--- src/awa_pkg.sv ---
// Shared types and constants for the adaptive window aggregator.
// Used by every module under src except awa_ram; depends on nothing else.
package awa_pkg;

  localparam int SAMPLE_W = 12;
  localparam int LUX_W    = 18;
  localparam int LIM_W    = 13;
  localparam int MODE_W   = 2;
  localparam int SCALE_W  = 14;
  localparam int CFG_IDX_W = 1;

  // Lux in Q.4 is raw * 9375 / 256.
  localparam logic [SCALE_W-1:0] LUX_SCALE = 14'd9375;
  localparam int LUX_SHIFT = 8;

  localparam int WINDOW_DEF = 12;

  localparam logic [LIM_W-1:0] LOW_RESET  = 13'd25;
  localparam logic [LIM_W-1:0] HIGH_RESET = 13'd200;
  localparam logic [LIM_W-1:0] DEV_MAX    = 13'd8191;

  localparam logic [CFG_IDX_W-1:0] REG_LOW_LIMIT  = 1'd0;
  localparam logic [CFG_IDX_W-1:0] REG_HIGH_LIMIT = 1'd1;

  localparam logic [MODE_W-1:0] MODE_QUAD = 2'd0;
  localparam logic [MODE_W-1:0] MODE_PAIR = 2'd1;
  localparam logic [MODE_W-1:0] MODE_NONE = 2'd2;

  typedef enum logic [3:0] {
    ST_IDLE,
    ST_SUM,
    ST_SUM_DRAIN,
    ST_VAR,
    ST_SQRT_INIT,
    ST_SQRT,
    ST_DIV,
    ST_DECIDE,
    ST_GRP_RD,
    ST_GRP_DRAIN,
    ST_LOAD,
    ST_EMIT
  } state_t;

  typedef struct packed {
    logic wr_en;
    logic rd_en;
    logic acc_clr;
    logic var_calc;
    logic sqrt_init;
    logic sqrt_step;
    logic div_calc;
    logic dev_load;
    logic out_load;
    logic out_last;
  } cmd_t;

  typedef struct packed {
    logic [MODE_W-1:0] mode_sel;
  } status_t;

endpackage

--- src/awa_ram.sv ---
// Generic single-write, single-read RAM with a registered read port.
// Standalone; no package needed.
module awa_ram #(
  parameter int WIDTH = 18,
  parameter int DEPTH = 12
) (
  input  logic                     clk,
  input  logic                     wr_en,
  input  logic [$clog2(DEPTH)-1:0] wr_addr,
  input  logic [WIDTH-1:0]         wr_data,
  input  logic                     rd_en,
  input  logic [$clog2(DEPTH)-1:0] rd_addr,
  output logic [WIDTH-1:0]         rd_data
);

  logic [WIDTH-1:0] mem [DEPTH];

  always_ff @(posedge clk) begin
    if (wr_en) begin
      mem[wr_addr] <= wr_data;
    end
    if (rd_en) begin
      rd_data <= mem[rd_addr];
    end
  end

endmodule

--- src/awa_datapath.sv ---
// Datapath: sample scaling, window store, sums, square root, divide, limit registers, mode choice and result registers.
// Depends on awa_pkg and awa_ram.
module awa_datapath #(
  parameter int WINDOW = awa_pkg::WINDOW_DEF
) (
  input  logic                             clk,
  input  logic                             rst,
  input  awa_pkg::cmd_t                    cmd,
  input  logic [$clog2(WINDOW)-1:0]        wr_addr,
  input  logic [$clog2(WINDOW)-1:0]        rd_addr,
  input  logic [awa_pkg::SAMPLE_W-1:0]     raw_sample,
  input  logic                             cfg_write,
  input  logic [awa_pkg::CFG_IDX_W-1:0]    cfg_index,
  input  logic [awa_pkg::LIM_W-1:0]        cfg_data,
  output awa_pkg::status_t                 status,
  output logic [awa_pkg::LUX_W-1:0]        average_lux,
  output logic [awa_pkg::MODE_W-1:0]       mode,
  output logic [awa_pkg::LIM_W-1:0]        deviation_int,
  output logic                             last
);
  import awa_pkg::*;

  localparam int LW  = $clog2(WINDOW);
  localparam int S1W = LUX_W + LW;
  localparam int S2W = 2 * LUX_W + LW;
  localparam int VW  = 2 * S1W;
  localparam int RW  = VW / 2;
  localparam int DW  = RW - 4;
  localparam int PRW = SAMPLE_W + SCALE_W;

  // The root is divided by 16 * WINDOW through a rounded-up reciprocal. The
  // rounding error of DIV_M is below the divisor, so the quotient is exact
  // for every root below 2**RW.
  localparam int DIV_D = 16 * WINDOW;
  localparam int DIV_K = RW + 8;
  localparam int DIV_M = (2 ** DIV_K + DIV_D - 1) / DIV_D;
  localparam int MW    = $clog2(DIV_M + 1);
  localparam int PW    = RW + MW;

  logic [LIM_W-1:0] low_limit;
  logic [LIM_W-1:0] high_limit;

  logic [PRW-1:0]   prod;
  logic [LUX_W-1:0] lux;
  logic [LUX_W-1:0] rd_data;

  logic              rvalid;
  logic              sqv;
  logic [2*LUX_W-1:0] sq;
  logic [S1W-1:0]    acc;
  logic [S2W-1:0]    s2;
  logic [VW-1:0]     ws2;
  logic [VW-1:0]     s1sq;

  logic [VW-1:0]   v;
  logic [RW+1:0]   rem;
  logic [RW-1:0]   root;
  logic [RW+1:0]   rem_sh;
  logic [RW+1:0]   trial;

  logic [PW-1:0]   dprod;
  logic [DW-1:0]   qd;

  logic [LIM_W-1:0]  dev_sat;
  logic [MODE_W-1:0] mode_sel;
  logic [LUX_W-1:0]  avg;

  assign prod = PRW'(raw_sample) * PRW'(LUX_SCALE);
  assign lux  = prod[LUX_SHIFT+LUX_W-1:LUX_SHIFT];

  awa_ram #(
    .WIDTH (LUX_W),
    .DEPTH (WINDOW)
  ) u_store (
    .clk     (clk),
    .wr_en   (cmd.wr_en),
    .wr_addr (wr_addr),
    .wr_data (lux),
    .rd_en   (cmd.rd_en),
    .rd_addr (rd_addr),
    .rd_data (rd_data)
  );

  always_ff @(posedge clk) begin
    if (rst) begin
      low_limit  <= LOW_RESET;
      high_limit <= HIGH_RESET;
    end else if (cfg_write) begin
      case (cfg_index)
        REG_LOW_LIMIT:  low_limit  <= cfg_data;
        REG_HIGH_LIMIT: high_limit <= cfg_data;
        default: ;
      endcase
    end
  end

  always_ff @(posedge clk) begin
    if (rst) begin
      rvalid <= 1'b0;
      sqv    <= 1'b0;
    end else begin
      rvalid <= cmd.rd_en;
      sqv    <= rvalid;
    end
  end

  // Read data is summed as it arrives; squares take one more register stage.
  always_ff @(posedge clk) begin
    sq <= (2*LUX_W)'(rd_data) * (2*LUX_W)'(rd_data);
    if (cmd.acc_clr) begin
      acc <= '0;
      s2  <= '0;
    end else begin
      if (rvalid) begin
        acc <= acc + S1W'(rd_data);
      end
      if (sqv) begin
        s2 <= s2 + S2W'(sq);
      end
    end
  end

  always_ff @(posedge clk) begin
    if (cmd.var_calc) begin
      ws2  <= VW'(VW'(s2) * VW'(WINDOW));
      s1sq <= VW'(acc) * VW'(acc);
    end
  end

  assign rem_sh = {rem[RW-1:0], v[VW-1:VW-2]};
  assign trial  = {root, 2'b01};

  // Digit-by-digit square root, one result bit per cycle.
  always_ff @(posedge clk) begin
    if (cmd.sqrt_init) begin
      v    <= ws2 - s1sq;
      rem  <= '0;
      root <= '0;
    end else if (cmd.sqrt_step) begin
      v <= {v[VW-3:0], 2'b00};
      if (rem_sh >= trial) begin
        rem  <= rem_sh - trial;
        root <= {root[RW-2:0], 1'b1};
      end else begin
        rem  <= rem_sh;
        root <= {root[RW-2:0], 1'b0};
      end
    end
  end

  assign dprod = PW'(root) * PW'(DIV_M);

  always_ff @(posedge clk) begin
    if (cmd.div_calc) begin
      qd <= DW'(dprod >> DIV_K);
    end
  end

  assign dev_sat = (|qd[DW-1:LIM_W]) ? DEV_MAX : qd[LIM_W-1:0];

  always_comb begin
    if (dev_sat < low_limit) begin
      mode_sel = MODE_QUAD;
    end else if (dev_sat > low_limit && dev_sat < high_limit) begin
      mode_sel = MODE_PAIR;
    end else begin
      mode_sel = MODE_NONE;
    end
  end

  assign status.mode_sel = mode_sel;

  always_ff @(posedge clk) begin
    if (cmd.dev_load) begin
      deviation_int <= dev_sat;
      mode          <= mode_sel;
    end
  end

  always_comb begin
    case (mode)
      MODE_QUAD: avg = acc[LUX_W+1:2];
      MODE_PAIR: avg = acc[LUX_W:1];
      default:   avg = '0;
    endcase
  end

  always_ff @(posedge clk) begin
    if (cmd.out_load) begin
      average_lux <= avg;
      last        <= cmd.out_last;
    end
  end

endmodule

--- src/awa_ctrl.sv ---
// Controller state machine: window fill, sequencing of the window-end work and output.
// Depends on awa_pkg.
module awa_ctrl #(
  parameter int WINDOW = awa_pkg::WINDOW_DEF
) (
  input  logic                       clk,
  input  logic                       rst,
  input  logic                       in_valid,
  output logic                       in_stall,
  output logic                       out_valid,
  input  logic                       out_stall,
  input  awa_pkg::status_t           status,
  output awa_pkg::cmd_t              cmd,
  output logic [$clog2(WINDOW)-1:0]  wr_addr,
  output logic [$clog2(WINDOW)-1:0]  rd_addr
);
  import awa_pkg::*;

  localparam int LW  = $clog2(WINDOW);
  localparam int RW  = LUX_W + LW;
  localparam int CW  = $clog2(RW);
  localparam int NQ  = WINDOW / 4;
  localparam int NP  = WINDOW / 2;
  localparam int GW  = $clog2(NP);

  state_t state, state_next;

  logic [LW-1:0]     fill, fill_next;
  logic [LW-1:0]     addr, addr_next;
  logic [CW-1:0]     cnt, cnt_next;
  logic [1:0]        ing, ing_next;
  logic [GW-1:0]     grp, grp_next;
  logic [MODE_W-1:0] mode_q, mode_q_next;
  logic              last_q, last_q_next;

  logic [1:0]    gsize_m1;
  logic [GW-1:0] ngrp_m1;
  logic          accept;

  assign accept   = in_valid && !in_stall;
  assign in_stall = (state != ST_IDLE);
  assign out_valid = (state == ST_EMIT);
  assign wr_addr  = fill;
  assign rd_addr  = addr;

  assign gsize_m1 = (mode_q == MODE_QUAD) ? 2'd3 : 2'd1;
  assign ngrp_m1  = (mode_q == MODE_QUAD) ? GW'(NQ - 1) : GW'(NP - 1);

  always_ff @(posedge clk) begin
    if (rst) begin
      state  <= ST_IDLE;
      fill   <= '0;
      addr   <= '0;
      cnt    <= '0;
      ing    <= '0;
      grp    <= '0;
      mode_q <= MODE_NONE;
      last_q <= 1'b0;
    end else begin
      state  <= state_next;
      fill   <= fill_next;
      addr   <= addr_next;
      cnt    <= cnt_next;
      ing    <= ing_next;
      grp    <= grp_next;
      mode_q <= mode_q_next;
      last_q <= last_q_next;
    end
  end

  always_comb begin
    state_next  = state;
    fill_next   = fill;
    addr_next   = addr;
    cnt_next    = cnt;
    ing_next    = ing;
    grp_next    = grp;
    mode_q_next = mode_q;
    last_q_next = last_q;
    cmd         = '0;

    case (state)
      ST_IDLE: begin
        if (accept) begin
          cmd.wr_en = 1'b1;
          if (fill == LW'(WINDOW - 1)) begin
            fill_next   = '0;
            addr_next   = '0;
            cmd.acc_clr = 1'b1;
            state_next  = ST_SUM;
          end else begin
            fill_next = fill + 1'b1;
          end
        end
      end
      ST_SUM: begin
        cmd.rd_en = 1'b1;
        if (addr == LW'(WINDOW - 1)) begin
          cnt_next   = '0;
          state_next = ST_SUM_DRAIN;
        end else begin
          addr_next = addr + 1'b1;
        end
      end
      ST_SUM_DRAIN: begin
        // The drain lets the last read reach both the sum and, through the square register, the square sum.
        if (cnt == CW'(1)) begin
          state_next = ST_VAR;
        end else begin
          cnt_next = cnt + 1'b1;
        end
      end
      ST_VAR: begin
        cmd.var_calc = 1'b1;
        state_next   = ST_SQRT_INIT;
      end
      ST_SQRT_INIT: begin
        cmd.sqrt_init = 1'b1;
        cnt_next      = '0;
        state_next    = ST_SQRT;
      end
      ST_SQRT: begin
        cmd.sqrt_step = 1'b1;
        if (cnt == CW'(RW - 1)) begin
          state_next = ST_DIV;
        end else begin
          cnt_next = cnt + 1'b1;
        end
      end
      ST_DIV: begin
        cmd.div_calc = 1'b1;
        state_next   = ST_DECIDE;
      end
      ST_DECIDE: begin
        cmd.dev_load = 1'b1;
        cmd.acc_clr  = 1'b1;
        mode_q_next  = status.mode_sel;
        addr_next    = '0;
        ing_next     = '0;
        grp_next     = '0;
        if (status.mode_sel == MODE_NONE) begin
          state_next = ST_LOAD;
        end else begin
          state_next = ST_GRP_RD;
        end
      end
      ST_GRP_RD: begin
        cmd.rd_en = 1'b1;
        addr_next = addr + 1'b1;
        if (ing == gsize_m1) begin
          ing_next   = '0;
          state_next = ST_GRP_DRAIN;
        end else begin
          ing_next = ing + 1'b1;
        end
      end
      ST_GRP_DRAIN: begin
        state_next = ST_LOAD;
      end
      ST_LOAD: begin
        cmd.out_load = 1'b1;
        cmd.acc_clr  = 1'b1;
        cmd.out_last = (mode_q == MODE_NONE) || (grp == ngrp_m1);
        last_q_next  = cmd.out_last;
        grp_next     = grp + 1'b1;
        state_next   = ST_EMIT;
      end
      ST_EMIT: begin
        if (!out_stall) begin
          state_next = last_q ? ST_IDLE : ST_GRP_RD;
        end
      end
      default: begin
        state_next = ST_IDLE;
      end
    endcase
  end

endmodule

--- src/adaptive_window_aggregator.sv ---
// Top level of the adaptive window aggregator: controller plus datapath.
// Depends on awa_pkg, awa_ctrl, awa_datapath and awa_ram.
//
// Usage: raw_sample items enter on in_valid/in_stall; each is scaled to lux
// (Q.4) and written to a window store of WINDOW entries as it is taken, so
// in_stall stays low while the window fills. The item that completes the
// window starts the window-end work and in_stall goes high until the last
// result of that window has been taken.
// For the first result the block reads the store and sums the samples and
// their squares, forms the variance, runs the bit-serial square root, divides
// it by 16 * WINDOW and sets deviation and mode; then it reads and sums the
// first group for averages, or loads the deviation-only item directly. Each
// further result needs its own group of store reads and summing.
// Results appear on out_valid/out_stall from an output register; while
// out_stall is high the result holds and the block waits. last marks the
// final result of a window.
// Configuration (cfg_write, cfg_index, cfg_data) sets the two deviation
// limits; write it only while the block is idle.
// Reset (rst, synchronous) empties the window and restores the limits to 25
// and 200; the store contents need no clearing.
module adaptive_window_aggregator #(
  parameter int WINDOW = awa_pkg::WINDOW_DEF
) (
  input  logic                          clk,
  input  logic                          rst,
  input  logic                          in_valid,
  output logic                          in_stall,
  input  logic [awa_pkg::SAMPLE_W-1:0]  raw_sample,
  output logic                          out_valid,
  input  logic                          out_stall,
  output logic [awa_pkg::LUX_W-1:0]     average_lux,
  output logic [awa_pkg::MODE_W-1:0]    mode,
  output logic [awa_pkg::LIM_W-1:0]     deviation_int,
  output logic                          last,
  input  logic                          cfg_write,
  input  logic [awa_pkg::CFG_IDX_W-1:0] cfg_index,
  input  logic [awa_pkg::LIM_W-1:0]     cfg_data
);
  import awa_pkg::*;

  cmd_t                     cmd;
  status_t                  status;
  logic [$clog2(WINDOW)-1:0] wr_addr;
  logic [$clog2(WINDOW)-1:0] rd_addr;

  awa_ctrl #(
    .WINDOW (WINDOW)
  ) u_ctrl (
    .clk       (clk),
    .rst       (rst),
    .in_valid  (in_valid),
    .in_stall  (in_stall),
    .out_valid (out_valid),
    .out_stall (out_stall),
    .status    (status),
    .cmd       (cmd),
    .wr_addr   (wr_addr),
    .rd_addr   (rd_addr)
  );

  awa_datapath #(
    .WINDOW (WINDOW)
  ) u_dp (
    .clk           (clk),
    .rst           (rst),
    .cmd           (cmd),
    .wr_addr       (wr_addr),
    .rd_addr       (rd_addr),
    .raw_sample    (raw_sample),
    .cfg_write     (cfg_write),
    .cfg_index     (cfg_index),
    .cfg_data      (cfg_data),
    .status        (status),
    .average_lux   (average_lux),
    .mode          (mode),
    .deviation_int (deviation_int),
    .last          (last)
  );

endmodule
--- config.mk ---
export PLATFORM = sky130hd
export DESIGN_NAME = adaptive_window_aggregator
export DESIGN_NICKNAME = d
export VERILOG_FILES = /design/src/awa_pkg.sv /design/src/awa_ram.sv /design/src/awa_datapath.sv /design/src/awa_ctrl.sv /design/src/adaptive_window_aggregator.sv
export SDC_FILE = /design/constraint.sdc
export NUM_CORES = 2
export LEC_CHECK = 0
export BUFFER_PORTS_ARGS = -buffer_cell sky130_fd_sc_hd__buf_4
export CORE_ASPECT_RATIO = 0.5
export CORE_MARGIN = 4
export CORE_UTILIZATION = 30
export CTS_BUF_LIST = sky130_fd_sc_hd__clkbuf_8
export DETAILED_ROUTE_END_ITERATION = 16
export GPL_TIMING_DRIVEN = 0
export PLACE_DENSITY = 0.5
export SLEW_MARGIN = 40
export SYNTH_ARGS = -nofsm -noshare
export SYNTH_HDL_FRONTEND = slang
export SYNTH_HIERARCHICAL = 1
export SYNTH_SLANG_ARGS = --single-unit
--- constraint.sdc ---
create_clock -name clk -period 16.7 [get_ports clk]
set_input_delay 0.835 -clock clk [delete_from_list [all_inputs] [get_ports clk]]
set_output_delay 0.835 -clock clk [all_outputs]
set_load 0.005 [all_outputs]
# Yosys cells after proc, flatten, opt, wreduce, memory -nomap -nowiden
# Memory sizes are Yosys's and may differ from the RTL's. A register that Yosys moved wholly into a read port is not among the register bits.
# Index checks and enable logic that the tools add are counted.
# word_totals
n_memories,1
input_bits,31
out_inout_bits,36
word_cells,143
ff_bits,374
ramBits,216
# classes
order_cmp,4
n_bitwise,1
n_eq_ne,30
add_sub_neg,9
n_reduce_logical,22
muxes,46
multipliers,5
# mem_list
memory,depth,width,read_ports,rd_clocked_by_memory_dff,wr,line,source
u_dp.u_store.mem,12,18,1,1,1,awa_ram.sv:16,logic [WIDTH-1:0] mem [DEPTH];
# ops
cell,n
two-way mux 44 bit,2
two-way mux 4 bit,12
case mux 4 bit (12 select lines),1
multiplier 22 x 22 -> 44 bit,1
multiplier 22 x 22 -> 44 bit (second input constant),1
subtractor 44 bit,1
multiplier 40 x 2 -> 42 bit (second input constant),1
adder 40 x 36 -> 40 bit,1
multiplier 18 x 18 -> 36 bit,1
case mux 18 bit (2 select lines),1
less-than comparator 13 bit,2
multiplier 12 x 14 -> 26 bit (second input constant),1
equality test 4 bit (second input constant),6
>= comparator 24 bit,1
adder 22 x 18 -> 22 bit,1
two-way mux 22 bit,1
subtractor 22 bit,1
case mux 5 bit (4 select lines),1
equality test 4 x 3 -> 1 bit (second input constant),4
case mux 4 bit (4 select lines),1
two-way mux 5 bit,3
greater-than comparator 13 bit,1
two-way mux 1 bit,13
two-way mux 13 bit,1
31 further kinds,58

# Logic depth before layout (Yosys ltp)
# depth
depth_word,9
ltp_mapped,29
ltp_nobuf,28

# By module
# Netlist, hierarchy kept.
# by_module_without_submodules
module,n_inst,seq_area_each_um2,area_each_um2,cells_per_inst
awa_datapath,1,8698.3,53059.6,5586
awa_ram,1,7026.7,8837.2,382
awa_ctrl,1,500.5,1508.9,185

# Worst setup path before layout
# No wires, ideal clock.
# synth_timing
path_kind,flip-flop to flip-flop
from,register u_dp.acc[10]
to,"register u_dp.s1sq[43], data pin"
setup_ns,0.260
n_path_buf,1
path_slack_ns,9.239
required_time_ns,16.440
arrival_time_ns,7.201
stages_incl_launch_ff,27
cell_sequence,dfxtp_1 -> clkbuf_1 -> nand2_1 -> fa_1 -> inv_1 -> fa_1 -> inv_1 -> fa_1 -> inv_1 -> fa_1 -> fa_1 -> fa_1 -> inv_1 -> fa_1 -> inv_1 -> ha_1 -> a21o_1 -> a21o_1 -> a211oi_1 -> o2111a_1 -> o31ai_1 -> a221o_1 -> a221o_1 -> a21bo_1 -> a31o_2 -> a21oi_1 -> xnor2_1
# synth_between
elab_chain_cells,1
# synth_lines
element,line,source
from (decl),awa_datapath.sv:50,logic [S1W-1:0] acc;
from (signal assigned),awa_datapath.sv:115,acc <= acc + S1W'(rd_data);
multiplier 22 x 22 -> 44 bit,awa_datapath.sv:126,s1sq <= VW'(acc) * VW'(acc);
to (signal assigned),awa_datapath.sv:126,
to (decl),awa_datapath.sv:53,logic [VW-1:0] s1sq;
# Every way passes these cells.
# A chain may end at the register's enable or synchronous reset.

# Worst setup path after layout
# layout_timing
from,register u_dp.acc[1]
to,"register u_dp.s1sq[43], data pin"
# The elaborated chain is that of the path after synthesis.

==> metrics.md <==
| Metric | Value |
|---|---|
| Status | finished, final reports clean |
| Routed via count | 42500 |
| Largest net degree at the start of global routing | 44 |
| Dpl hpwl | 131000 µm |
| Clock transition at path regs | ~60 ps |
| Post-layout nets | 7913 |
| Vias per cell | 4.59 |
| Max-slew headroom | 37.9% |
| Cells after Synth | 6153 |
| Max Fclk | ~110 MHz |
| Final hold vios | 0 |
| Final GP Congestion | 0.892 |
| Most frequent cells in the layout | inv_1, fa_1, ha_1 |
| Setup tns final | 0 ps |
| CTS resizes | 0 |
| Core area | 209000 µm² |
| Clock skew after layout | 57.2 ps |
| Area grow syn2layout | 10.6% |
| Io pins | 67 |
| Port Buffers | 65 |
| Mapped Area | 63400 µm² |
| Die width | around 660 µm |
| Worst skew pair latency | between 800 and 900 ps |
| Total iterations of the first detailed-routing run | 5 |
| Async SR Flop Fraction | 0% |
| Row count | 118 |
| First-pass GRT wire length | between 200000 and 300000 µm |
| DIE HEIGHT | 333 µm |
| Antenna violations before repair | 5 |
| Post-synth top flop | edfxtp_1 |
| WS Path Type | register to register |
| CTS HTree Levels | 3 |
| Synth cell types | between 90 and 100 |
| # DRC | 0 |
| RSZ-0062 raised after global routing | no |
| Remaining antenna violation count | 0 |
| GRT overflow | 0 |
| Hold crit path type | input port to register |
| All-Layer GR Usage | 14.8% |
| Fin crit period | 9240 ps |
| Clock Sinks | 605 |
| Yosys reg bits | 605 |
| Commonest non-fill, non-tap cell in the layout | inv_1 |
| # hold bufs at CTS | 0 |
| Layout cells sized above 1 | 6.53% |
| YS warnings | 6 |
| Final Setup Violations | 0 |
| Post-synth EDFFs | a little over 400 |
| Postcts setup bufs | 0 |
| Pin slew with the least headroom to its limit | 931 ps |
| Root buffer cell | clkbuf_8 |
| Drt total wl | 161000 µm |
| Vias in the first global route | 44700 |
| DR WL/cell | 17.4 µm |
| Period utilisation layout | 55.4% |
| CP required | 17250 ps |
| Setup crit start kind | register |
| # Max-Cap Violations | 0 |
| CP Max Fanout | 10 |
| Total CTS buffers | a little under 100 |
| Syn nets | 7719 |
| Max-slew violations | 0 |
| Initial Utilization | 30.4% |
| Setup crit end kind | register |
| Post-synthesis area per instance | 10.3 µm² |
| Seq/Total Area, Yosys | 25.6% |
| Total die area | 219000 µm² |
| CTS tree | yes |
| Clock buffer depth | 3 |
| Arrival time at the worst endpoint | 9790 ps |
| Initial detailed-routing violation count | between 2000 and 2500 |
## final cells by class
type                    instances  area, µm²
diodes                          3       7.51
well taps                    2820       3530
plain buffers                 158        698
inverters                    1300       4880
repair buffers                 93        900
fillers                     21400     138000
clock inverters                75        538
multi-input cells            4090      41900
flip-flops and latches        605      16200
clock buffers                 109       1500
## flip-flops by register name (all words and copies together) (netlist names), 5 cells and up
register / flops
u_dp/v: 43
u_dp/root: 22
u_dp/acc: 22
u_dp/u_store/rd_data: 18
u_dp/sq: 35
u_dp/low_limit: 13
u_dp/qd: 15
u_dp/high_limit: 13
u_dp/deviation_int: 13
u_dp/u_store/mem: 216
u_dp/average_lux: 18
u_dp/s2: 40
u_ctrl/cnt: 5
u_dp/ws2: 42
u_dp/s1sq: 43
u_dp/rem: 22
## through the flow
stage | hold WS [ps] | setup WS [ps] | instances | util [%] | cell area (µm²)
2_1_floorplan | 436 | 9240 | 6153 | - | 63400
3_3_place_gp | 444 | 7430 | 9038 | 32.3 | 67400
3_5_place_dp | 448 | 7590 | 9066 | 32.6 | 68100
4_1_cts | 165 | 7580 | 9250 | 33.6 | 70100
5_1_grt | 206 | 7200 | 9252 | 33.6 | 70100
6_report | 278 | 7460 | 9253 | 33.6 | 70100
## worst max-delay path: stages, from the launching register on
cell      delay [ps]
dfxtp_1          530
clkbuf_1         580
inv_1            410
nor2_1           290
fa_1             490
fa_1             560
inv_1             70
fa_1             490
inv_1             60
fa_1             520
fa_1             440
fa_1             560
inv_1             60
fa_1             530
inv_1             80
ha_1             380
a21o_1           200
a21o_1           190
a211oi_1         460
o2111a_1         370
o31ai_1          200
a221o_1          390
a221o_1          390
a21bo_1          220
a31o_2           240
a21oi_1          160
xnor2_1           90
## logic make-up (layout without fill, tap and decap cells)
logic type / Yosys count / count (layout) / synth area share, %
buffers and inverters: 1458 / 1735 / 8.78
XOR/XNOR: 263 / 263 / 3.63
other: 0 / 3 / 0
AO/OA/AOI/OAI: 871 / 871 / 9.27
flip-flops: 605 / 605 / 25.6
adder cells (fa/ha/maj): 1536 / 1536 / 39.6
AND/OR/NAND/NOR: 1220 / 1220 / 9.22
multiplexers: 200 / 200 / 3.94
## cells in the mapped netlist, types with 39 or more instances
master / n / share of area (%)
fa_1: 783 / 25
a21o_1: 147 / 1.7
o21a_1: 39 / 0.46
nand2_1: 397 / 2.4
nor2b_1: 54 / 0.53
and2_1: 147 / 1.5
xor2_1: 91 / 1.3
nor2_1: 322 / 1.9
a21oi_1: 260 / 2.1
nor3_1: 41 / 0.32
o21ai_0: 118 / 0.93
nand3_1: 44 / 0.35
edfxtp_1: 411 / 19
nand2b_1: 48 / 0.47
ha_1: 752 / 15
inv_1: 1296 / 7.7
xnor2_1: 172 / 2.4
dfxtp_1: 194 / 6.1
a211oi_1: 48 / 0.57
clkbuf_1: 124 / 0.73
mux2i_1: 133 / 2.1
## metal layers
metal / GRT usage (%) / routed length, µm
met5: 0 / 0
met4: 2.95 / 2720
met3: 1.59 / 5830
met2: 24.2 / 73900
met1: 21.2 / 78400
## worst paths after layout
check | from | endpoint | slack (ps) | cells past startpoint
worst max-delay path | u_dp/acc[1]$_SDFFE_PP0P_ | u_dp/s1sq[43]$_DFFE_PP_ | 7460 | 26
worst min-delay path | cfg_data[4] | u_dp/low_limit[4]$_SDFFE_PP1P_ | 280 | 2
worst max register to register | u_dp/acc[1]$_SDFFE_PP0P_ | u_dp/s1sq[43]$_DFFE_PP_ | 7460 | 26
worst min register to register | u_dp/low_limit[2]$_SDFFE_PP0P_ | u_dp/low_limit[2]$_SDFFE_PP0P_ | 450 | 2
Power is left out: the tool's default activity adds up to more than one toggle a clock period on the data nets, which glitch-free logic cannot reach.
